==> config.mk <==
export PLATFORM = sky130hd
export DESIGN_NAME = base64_base32_decoder_top
export DESIGN_NICKNAME = d
export VERILOG_FILES = /design/src/design/b64b32dec_pkg.sv /design/src/design/base64_base32_decoder_top.sv /design/src/design/b64b32dec_front.sv /design/src/design/b64b32dec_queue.sv /design/src/design/b64b32dec_back.sv
export SDC_FILE = /design/constraint.sdc
export NUM_CORES = 1
export LEC_CHECK = 0
export BUFFER_PORTS_ARGS = -buffer_cell sky130_fd_sc_hd__clkbuf_2
export CAP_MARGIN = 10
export CORE_MARGIN = 2
export CORE_UTILIZATION = 35
export DETAILED_ROUTE_END_ITERATION = 10
export HOLD_SLACK_MARGIN = 0.03
export PLACE_DENSITY = 0.6
export SYNTH_ARGS = -nofsm -noshare
export SYNTH_HDL_FRONTEND = slang
export SYNTH_SLANG_ARGS = --single-unit
==> constraint.sdc <==
create_clock -name clk_i -period 5.2 [get_ports clk_i]
set_input_delay 0.52 -clock clk_i [delete_from_list [all_inputs] [get_ports clk_i]]
set_output_delay 0.52 -clock clk_i [all_outputs]
set_load 0.05 [all_outputs]
==> src/design/b64b32dec_pkg.sv <==
package b64b32dec_pkg;

  // Depth of the job queue between front and back.
  localparam int unsigned JobQDepth = 4;

  localparam int unsigned GroupW = 40;  // bits held for one group
  localparam int unsigned CountW = 3;   // 1..5 bytes per job

  typedef enum logic [1:0] {
    ST_DATA    = 2'd0,
    ST_BADCHAR = 2'd1,
    ST_END_ERR = 2'd2,
    ST_END_OK  = 2'd3
  } status_e;

  typedef enum logic {
    CMD_CHAR = 1'b0,
    CMD_END  = 1'b1
  } cmd_e;

  typedef struct packed {
    logic       cmd;
    logic [7:0] in_char;
  } in_beat_t;

  typedef struct packed {
    logic [7:0] out_byte;
    logic [1:0] status;
    logic       last;
  } out_beat_t;

  // One queued job: up to five bytes, left aligned, and the beat status.
  typedef struct packed {
    logic [GroupW-1:0] data;
    logic [CountW-1:0] nbytes;
    status_e           status;
  } job_t;

endpackage

==> src/design/base64_base32_decoder_top.sv <==
// Base64 / base32 text decoder. One character beat enters per cycle while
// the job queue has room; skipped whitespace and digits or pads that do not
// finish a group leave no result. A finished group gives 1..3 (base64) or
// 1..5 (base32) byte beats, MSB first, drained at one beat per cycle while
// out_ready_i is high; an invalid character gives one status beat and blocks
// output until the end-of-stream beat, which always gives one status beat and
// clears the group and the error flag. An item's job is queued, then loaded
// into the output register. Input rate is bounded by the job queue (QDepth
// jobs) draining through the single output register: sustained one character
// per cycle while out_ready_i is high, since a group of 4 or 8 characters
// yields at most 3 or 5 bytes. The user must write mode_q through cfg_we_i /
// cfg_wdata_i only while idle; the block itself does not enforce this.
module base64_base32_decoder_top import b64b32dec_pkg::*; #(
  parameter int unsigned QDepth = JobQDepth
) (
  input  logic      clk_i,
  input  logic      rst_ni,
  input  logic      cfg_we_i,
  input  logic      cfg_wdata_i,
  input  logic      in_valid_i,
  output logic      in_ready_o,
  input  in_beat_t  in_beat_i,
  output logic      out_valid_o,
  input  logic      out_ready_i,
  output out_beat_t out_beat_o
);

  logic mode_q;
  logic push, q_full, pop, head_valid;
  job_t push_job, head_job;

  // Mode register: 0 base64, 1 base32.
  always_ff @(posedge clk_i or negedge rst_ni) begin
    if (!rst_ni) begin
      mode_q <= 1'b0;
    end else if (cfg_we_i) begin
      mode_q <= cfg_wdata_i;
    end
  end

  // Front: classify characters, build groups, post jobs.
  b64b32dec_front u_front (
    .clk_i      (clk_i),
    .rst_ni     (rst_ni),
    .mode_b32_i (mode_q),
    .in_valid_i (in_valid_i),
    .in_ready_o (in_ready_o),
    .in_beat_i  (in_beat_i),
    .push_o     (push),
    .push_job_o (push_job),
    .q_full_i   (q_full)
  );

  // Job queue decouples character intake from byte output.
  b64b32dec_queue #(
    .Depth (QDepth)
  ) u_queue (
    .clk_i        (clk_i),
    .rst_ni       (rst_ni),
    .push_i       (push),
    .push_job_i   (push_job),
    .full_o       (q_full),
    .pop_i        (pop),
    .head_valid_o (head_valid),
    .head_job_o   (head_job)
  );

  // Back: split each job into output beats.
  b64b32dec_back u_back (
    .clk_i        (clk_i),
    .rst_ni       (rst_ni),
    .head_valid_i (head_valid),
    .head_job_i   (head_job),
    .pop_o        (pop),
    .out_valid_o  (out_valid_o),
    .out_ready_i  (out_ready_i),
    .out_beat_o   (out_beat_o)
  );

endmodule

==> src/design/b64b32dec_front.sv <==
module b64b32dec_front import b64b32dec_pkg::*; (
  input  logic     clk_i,
  input  logic     rst_ni,
  input  logic     mode_b32_i,
  input  logic     in_valid_i,
  output logic     in_ready_o,
  input  in_beat_t in_beat_i,
  output logic     push_o,
  output job_t     push_job_o,
  input  logic     q_full_i
);

  logic [GroupW-1:0] gb_q, gb_d;
  logic [3:0]        digits_q, digits_d;
  logic [2:0]        real_q, real_d;
  logic              err_q, err_d;

  logic [7:0] ch;
  logic [5:0] val;
  logic       is_pad, is_bad, is_skip;
  logic [GroupW-1:0] gb_n;
  logic [3:0]        digits_n;
  logic [2:0]        real_n;
  logic [2:0]        width;
  logic [3:0]        gsize;
  logic [5:0]        prod;
  logic [CountW-1:0] cnt, max_b;
  logic              accept;

  assign ch         = in_beat_i.in_char;
  assign in_ready_o = !q_full_i;
  assign accept     = in_valid_i && in_ready_o;
  assign width      = mode_b32_i ? 3'd5 : 3'd6;
  assign gsize      = mode_b32_i ? 4'd8 : 4'd4;
  assign max_b      = mode_b32_i ? CountW'(5) : CountW'(3);

  // Character classification.
  always_comb begin
    val     = '0;
    is_pad  = 1'b0;
    is_bad  = 1'b0;
    is_skip = 1'b0;
    if (ch == 8'h20 || ch == 8'h09 || ch == 8'h0D || ch == 8'h0A) begin
      is_skip = 1'b1;
    end else if (ch == 8'h3D) begin
      is_pad = 1'b1;
    end else if (ch inside {[8'h41:8'h5A]}) begin
      val = 6'(ch - 8'h41);
    end else if (mode_b32_i) begin
      if (ch inside {[8'h61:8'h7A]}) begin
        val = 6'(ch - 8'h61);
      end else if (ch inside {[8'h32:8'h37]}) begin
        val = 6'(ch - 8'h32 + 8'd26);
      end else begin
        is_bad = 1'b1;
      end
    end else begin
      if (ch inside {[8'h61:8'h7A]}) begin
        val = 6'(ch - 8'h61 + 8'd26);
      end else if (ch inside {[8'h30:8'h39]}) begin
        val = 6'(ch - 8'h30 + 8'd52);
      end else if (ch == 8'h2B || ch == 8'h2D) begin
        val = 6'd62;
      end else if (ch == 8'h2F || ch == 8'h5F) begin
        val = 6'd63;
      end else begin
        is_bad = 1'b1;
      end
    end
  end

  // Group update for a digit.
  always_comb begin
    real_n = real_q;
    if (!is_pad && digits_q >= 4'd2 && real_q < 3'd7) begin
      real_n = real_q + 3'd1;
    end
    if (mode_b32_i) begin
      gb_n = {gb_q[GroupW-6:0], val[4:0]};
    end else begin
      gb_n = {gb_q[GroupW-7:0], val};
    end
    digits_n = digits_q + 4'd1;
    // Up to 6 * 9 = 54, so 6 bits throughout.
    prod = 6'(width) * (6'd2 + 6'(real_n));
    cnt  = CountW'(prod >> 3);
    if (cnt > max_b) begin
      cnt = max_b;
    end
  end

  always_comb begin
    gb_d       = gb_q;
    digits_d   = digits_q;
    real_d     = real_q;
    err_d      = err_q;
    push_o     = 1'b0;
    push_job_o = '{data: '0, nbytes: CountW'(1), status: ST_DATA};
    if (accept) begin
      if (in_beat_i.cmd == CMD_END) begin
        push_o            = 1'b1;
        push_job_o.status = (digits_q != 4'd0 || err_q) ? ST_END_ERR : ST_END_OK;
        gb_d     = '0;
        digits_d = '0;
        real_d   = '0;
        err_d    = 1'b0;
      end else if (is_skip || err_q) begin
        // nothing
      end else if (is_bad) begin
        push_o            = 1'b1;
        push_job_o.status = ST_BADCHAR;
        err_d             = 1'b1;
      end else if (digits_n >= gsize) begin
        push_o            = 1'b1;
        push_job_o.nbytes = cnt;
        push_job_o.data   = mode_b32_i ? gb_n : {gb_n[23:0], 16'h0000};
        gb_d     = '0;
        digits_d = '0;
        real_d   = '0;
      end else begin
        gb_d     = gb_n;
        digits_d = digits_n;
        real_d   = real_n;
      end
    end
  end

  always_ff @(posedge clk_i or negedge rst_ni) begin
    if (!rst_ni) begin
      gb_q     <= '0;
      digits_q <= '0;
      real_q   <= '0;
      err_q    <= 1'b0;
    end else begin
      gb_q     <= gb_d;
      digits_q <= digits_d;
      real_q   <= real_d;
      err_q    <= err_d;
    end
  end

endmodule

==> src/design/b64b32dec_queue.sv <==
module b64b32dec_queue import b64b32dec_pkg::*; #(
  parameter int unsigned Depth = JobQDepth
) (
  input  logic clk_i,
  input  logic rst_ni,
  input  logic push_i,
  input  job_t push_job_i,
  output logic full_o,
  input  logic pop_i,
  output logic head_valid_o,
  output job_t head_job_o
);

  localparam int unsigned PtrW = (Depth > 1) ? $clog2(Depth) : 1;
  localparam int unsigned CntW = $clog2(Depth + 1);

  job_t            mem_q [Depth];
  logic [PtrW-1:0] wr_q, wr_d, rd_q, rd_d;
  logic [CntW-1:0] cnt_q, cnt_d;
  logic            do_push, do_pop;

  assign full_o       = (cnt_q == CntW'(Depth));
  assign head_valid_o = (cnt_q != '0);
  assign head_job_o   = mem_q[rd_q];
  assign do_push      = push_i && !full_o;
  assign do_pop       = pop_i && head_valid_o;

  always_comb begin
    wr_d  = wr_q;
    rd_d  = rd_q;
    cnt_d = cnt_q;
    if (do_push) begin
      wr_d = (wr_q == PtrW'(Depth - 1)) ? '0 : wr_q + PtrW'(1);
    end
    if (do_pop) begin
      rd_d = (rd_q == PtrW'(Depth - 1)) ? '0 : rd_q + PtrW'(1);
    end
    if (do_push && !do_pop) begin
      cnt_d = cnt_q + CntW'(1);
    end else if (!do_push && do_pop) begin
      cnt_d = cnt_q - CntW'(1);
    end
  end

  always_ff @(posedge clk_i) begin
    if (do_push) begin
      mem_q[wr_q] <= push_job_i;
    end
  end

  always_ff @(posedge clk_i or negedge rst_ni) begin
    if (!rst_ni) begin
      wr_q  <= '0;
      rd_q  <= '0;
      cnt_q <= '0;
    end else begin
      wr_q  <= wr_d;
      rd_q  <= rd_d;
      cnt_q <= cnt_d;
    end
  end

endmodule

==> src/design/b64b32dec_back.sv <==
module b64b32dec_back import b64b32dec_pkg::*; (
  input  logic      clk_i,
  input  logic      rst_ni,
  input  logic      head_valid_i,
  input  job_t      head_job_i,
  output logic      pop_o,
  output logic      out_valid_o,
  input  logic      out_ready_i,
  output out_beat_t out_beat_o
);

  logic [CountW-1:0] idx_q, idx_d;
  logic              ov_q, ov_d;
  out_beat_t         ob_q;
  logic              load, is_last;
  logic [GroupW-1:0] shifted;

  assign load    = head_valid_i && (!ov_q || out_ready_i);
  assign is_last = (idx_q + CountW'(1)) == head_job_i.nbytes;
  assign shifted = head_job_i.data << {idx_q, 3'b000};
  assign pop_o   = load && is_last;

  always_comb begin
    idx_d = idx_q;
    ov_d  = ov_q;
    if (out_ready_i) begin
      ov_d = 1'b0;
    end
    if (load) begin
      ov_d  = 1'b1;
      idx_d = is_last ? '0 : idx_q + CountW'(1);
    end
  end

  always_ff @(posedge clk_i) begin
    if (load) begin
      ob_q.out_byte <= shifted[GroupW-1 -: 8];
      ob_q.status   <= head_job_i.status;
      ob_q.last     <= is_last;
    end
  end

  always_ff @(posedge clk_i or negedge rst_ni) begin
    if (!rst_ni) begin
      idx_q <= '0;
      ov_q  <= 1'b0;
    end else begin
      idx_q <= idx_d;
      ov_q  <= ov_d;
    end
  end

  assign out_valid_o = ov_q;
  assign out_beat_o  = ob_q;

endmodule
==> impl_metrics.ini <==
[status]
status = finished, final reports clean

[critical_path]
crit_type = register to register
ff2ff_setup_slack_ns = 1.09
cp.buffers_inverters = 2
crit_path_max_incr_delay_ns = 0.45
path_common_cell = ha_1
cp.required_ns = 5.41
end_kind = register
slowest_stage = fa_1
cp_max_fo = 5
crit_family = adder cells
crit_chain = inv_1 > ha_1 > o41ai_1 > a31oi_1 > mux2i_1 > inv_1 > ha_1 > nor2b_1 > fa_1 > ha_1 > a21oi_1 > xnor2_1 > ha_1 > nand2_1 > nand4b_1
crit_path_start_kind = register
worstPathArrival_ns = 4.32

[synth]
synth_edf_count = 191
synth_warnings = 0
ys_seq_elements = 246
synth_ff_type = edfxtp_1
synth_top_area_frac = 0.494
avgSynthCellArea_um2 = 14.1
synth_nets = 874
syn_area_um2 = 11600
netlist_instances = 822
synth_top_cell_by_area = edfxtp_1
yosysSeqAreaShare = 0.613
yosysUniqueCellTypes = 76
synthTopCellsByArea = edfxtp_1 (49%), dfrtp_1 (12%), mux4_2 (8.7%)
async_reset_ff_frac = 0.224

[global_routing]
grt_util_met3 = 0.0202
grtUsageMet1 = 0.219
grt-ovfl-total = 0
busiest_layer = met2
grt_pass1_wl_um = 39900
antenna_found_initial = 0
grt_pass1_vias = 6841
grt_usage = 0.150
grt_util_met2 = 0.240
grt_max_degree = 70

[clocking]
cts_setup_buffers = 0
clock_latency_ns = 0.52
cts_hold_buffers = 0
root_buffer = clkbuf_16
htreeDepth = 1
cts_resized = 0
cts_tree = yes
cts_sinks = 246
numCtsBuffers = 26
clkTransAtPathRegs_ns = 0.06
cts_buffer_depth = 3

[pwr]
total_power_mw = 6.32
ir_drop_mv = 0.251
p_leak_nw = 4.64
p_per_area_nw_per_um2 = 484

[floorplan]
pin_count = 28
die_x_um = 186
num_rows = 66
coreArea_um2 = 32600
die-area_um2 = 34600
dieHeight_um = 186
initial_utilization = 0.356

[sta]
final.min_clock_period_ns = 4.11
tightest_slew_ns = 0.958
finalSetupViolCount = 0
fin_skew_ns = 0.00729
holdWs_ns = 0.154
hold_viol = 0
max_freq_ghz = 0.243
timing.slew.headroom = 0.361
rsz0062_at_grt = false
slew_violations = 0
setup_tns_ns = 0
period_share = 0.791

[route]
wirelength_um = 25200
drtIter0Drc = 546
vias_per_cell = 5.16
ant_nets = 0
drc_errors = 0
route.vias.total = 6770
wl_per_cell_um = 19.2
dr.pass1.iters = 5

[placed_design]
gp_congestion = 0.897
port_buffers = 27
place_hpwl_um = 16000

[cells_and_area]
antenna_cells = 0
final_nets = 901
layout-drive-gt1-share = 0.185
syn2layout_area_growth_pct = 12.5

[hold_path]
holdCritPathClass = primary input to async pin

[run]
maxCapViolations = 0
==> sequential cells by signal, indices dropped and copies added, names as in the netlist, 3 cells and up <==
signal / flops
u_back.idx_q: 3
u_back.out_beat_o: 11
u_front.digits_q: 4
u_front.gb_q: 35
u_front.real_q: 3
u_queue.cnt_q: 3
u_queue.mem_q: 180
==> cells in the mapped netlist, types with 3 or more instances <==
cell type / instances
a21boi_0: 11
nand2_1: 82
o31ai_1: 3
o21bai_1: 3
xnor2_1: 13
nand3_1: 7
buf_2: 11
a21oi_1: 27
mux4_2: 45
nor2_1: 66
a31oi_1: 4
a21oi_4: 4
xor2_1: 4
buf_1: 6
fa_1: 4
a21o_1: 7
mux2_2: 4
o211ai_1: 3
nor3_1: 7
nor2b_1: 10
clkbuf_1: 15
mux2i_1: 47
o21ai_0: 57
ha_1: 33
dfrtp_1: 55
and3_1: 3
buf_6: 4
a21bo_2: 3
edfxtp_1: 191
a22o_1: 4
inv_1: 24
clkbuf_2: 3
and2_1: 8
==> logic make-up after synthesis <==
kind of cell,after synthesis,synth area share
AO/OA/AOI/OAI,154,0.0900
XOR/XNOR,17,0.0128
adder cells (fa/ha/maj),37,0.0425
buffers and inverters,65,0.0254
flip-flops,246,0.613
multiplexers,98,0.134
other,1,0.000323
AND/OR/NAND/NOR,204,0.0816
==> metal layers <==
| layer | up-vias | share of wire |
|---|---|---|
| li1 | 3149 | - |
| met1 | 3432 | 0.47 |
| met2 | 162 | 0.46 |
| met3 | 27 | 0.048 |
| met4 | 0 | 0.015 |
| met5 | - | 0 |
==> power breakdown <==
| group | total (mW) | internal (mW) | switching (mW) |
|---|---|---|---|
| logic | 1.77 | 0.715 | 1.05 |
| clock network | 1.81 | 1.07 | 0.739 |
| registers | 2.74 | 2.55 | 0.186 |
| total | 6.32 | 4.34 | 1.98 |
==> worst reg2reg max path, cell delays in order (launching register included) <==
cell and delay (ns):
dfrtp_1 0.40, inv_1 0.08, ha_1 0.19, o41ai_1 0.41
a31oi_1 0.15, mux2i_1 0.37, inv_1 0.15, ha_1 0.23
nor2b_1 0.14, fa_1 0.45, ha_1 0.34, a21oi_1 0.16
xnor2_1 0.21, ha_1 0.29, nand2_1 0.07, nand4b_1 0.17
==> cells in the final DEF (no fill, tap or decap), types with 11 or more instances in the layout <==
| master | n |
|---|---|
| a21boi_0 | 11 |
| a21oi_1 | 27 |
| clkbuf_16 | 27 |
| clkbuf_2 | 27 |
| dfrtp_1 | 52 |
| edfxtp_1 | 191 |
| ha_1 | 33 |
| inv_1 | 24 |
| mux2i_1 | 47 |
| mux4_2 | 45 |
| nand2_1 | 82 |
| nor2_1 | 66 |
| o21ai_0 | 57 |
| xnor2_1 | 13 |
==> final cells by class <==
class                      count  area, µm²
multi-input combinational    511       4200
clock buffer                  33        718
tap                          442        553
sequential                   246       7120
inverter                      25       93.8
timing repair buffer          39        250
fill                        3034      19600
clock inverter                15        124
==> stage by stage <==
step           setup WS, ns   util  std cells  instance area (µm²)
2_1_floorplan          1.09      -        822                11600
4_1_cts                1.10  0.400       1311                13100
3_3_place_gp          0.746  0.375       1263                12200
5_1_grt               0.736  0.400       1311                13100
6_report               1.09  0.400       1311                13100
3_5_place_dp          0.576  0.375       1263                12200
==> final timing paths <==
path,startpoint,cells past startpoint,end
setup reg to reg,u_front.digits_q[0],15,u_queue.mem_q[2][2]
hold / removal,rst_ni,2,u_back.idx_q[0]
setup / recovery,u_front.digits_q[0],15,u_queue.mem_q[2][2]
min in group clk_i,cfg_we_i,2,mode_q
hold reg to reg,u_front.gb_q[33],2,u_front.gb_q[33]
max in group asynchronous,rst_ni,2,mode_q
Power figures use the tool's default switching activity.
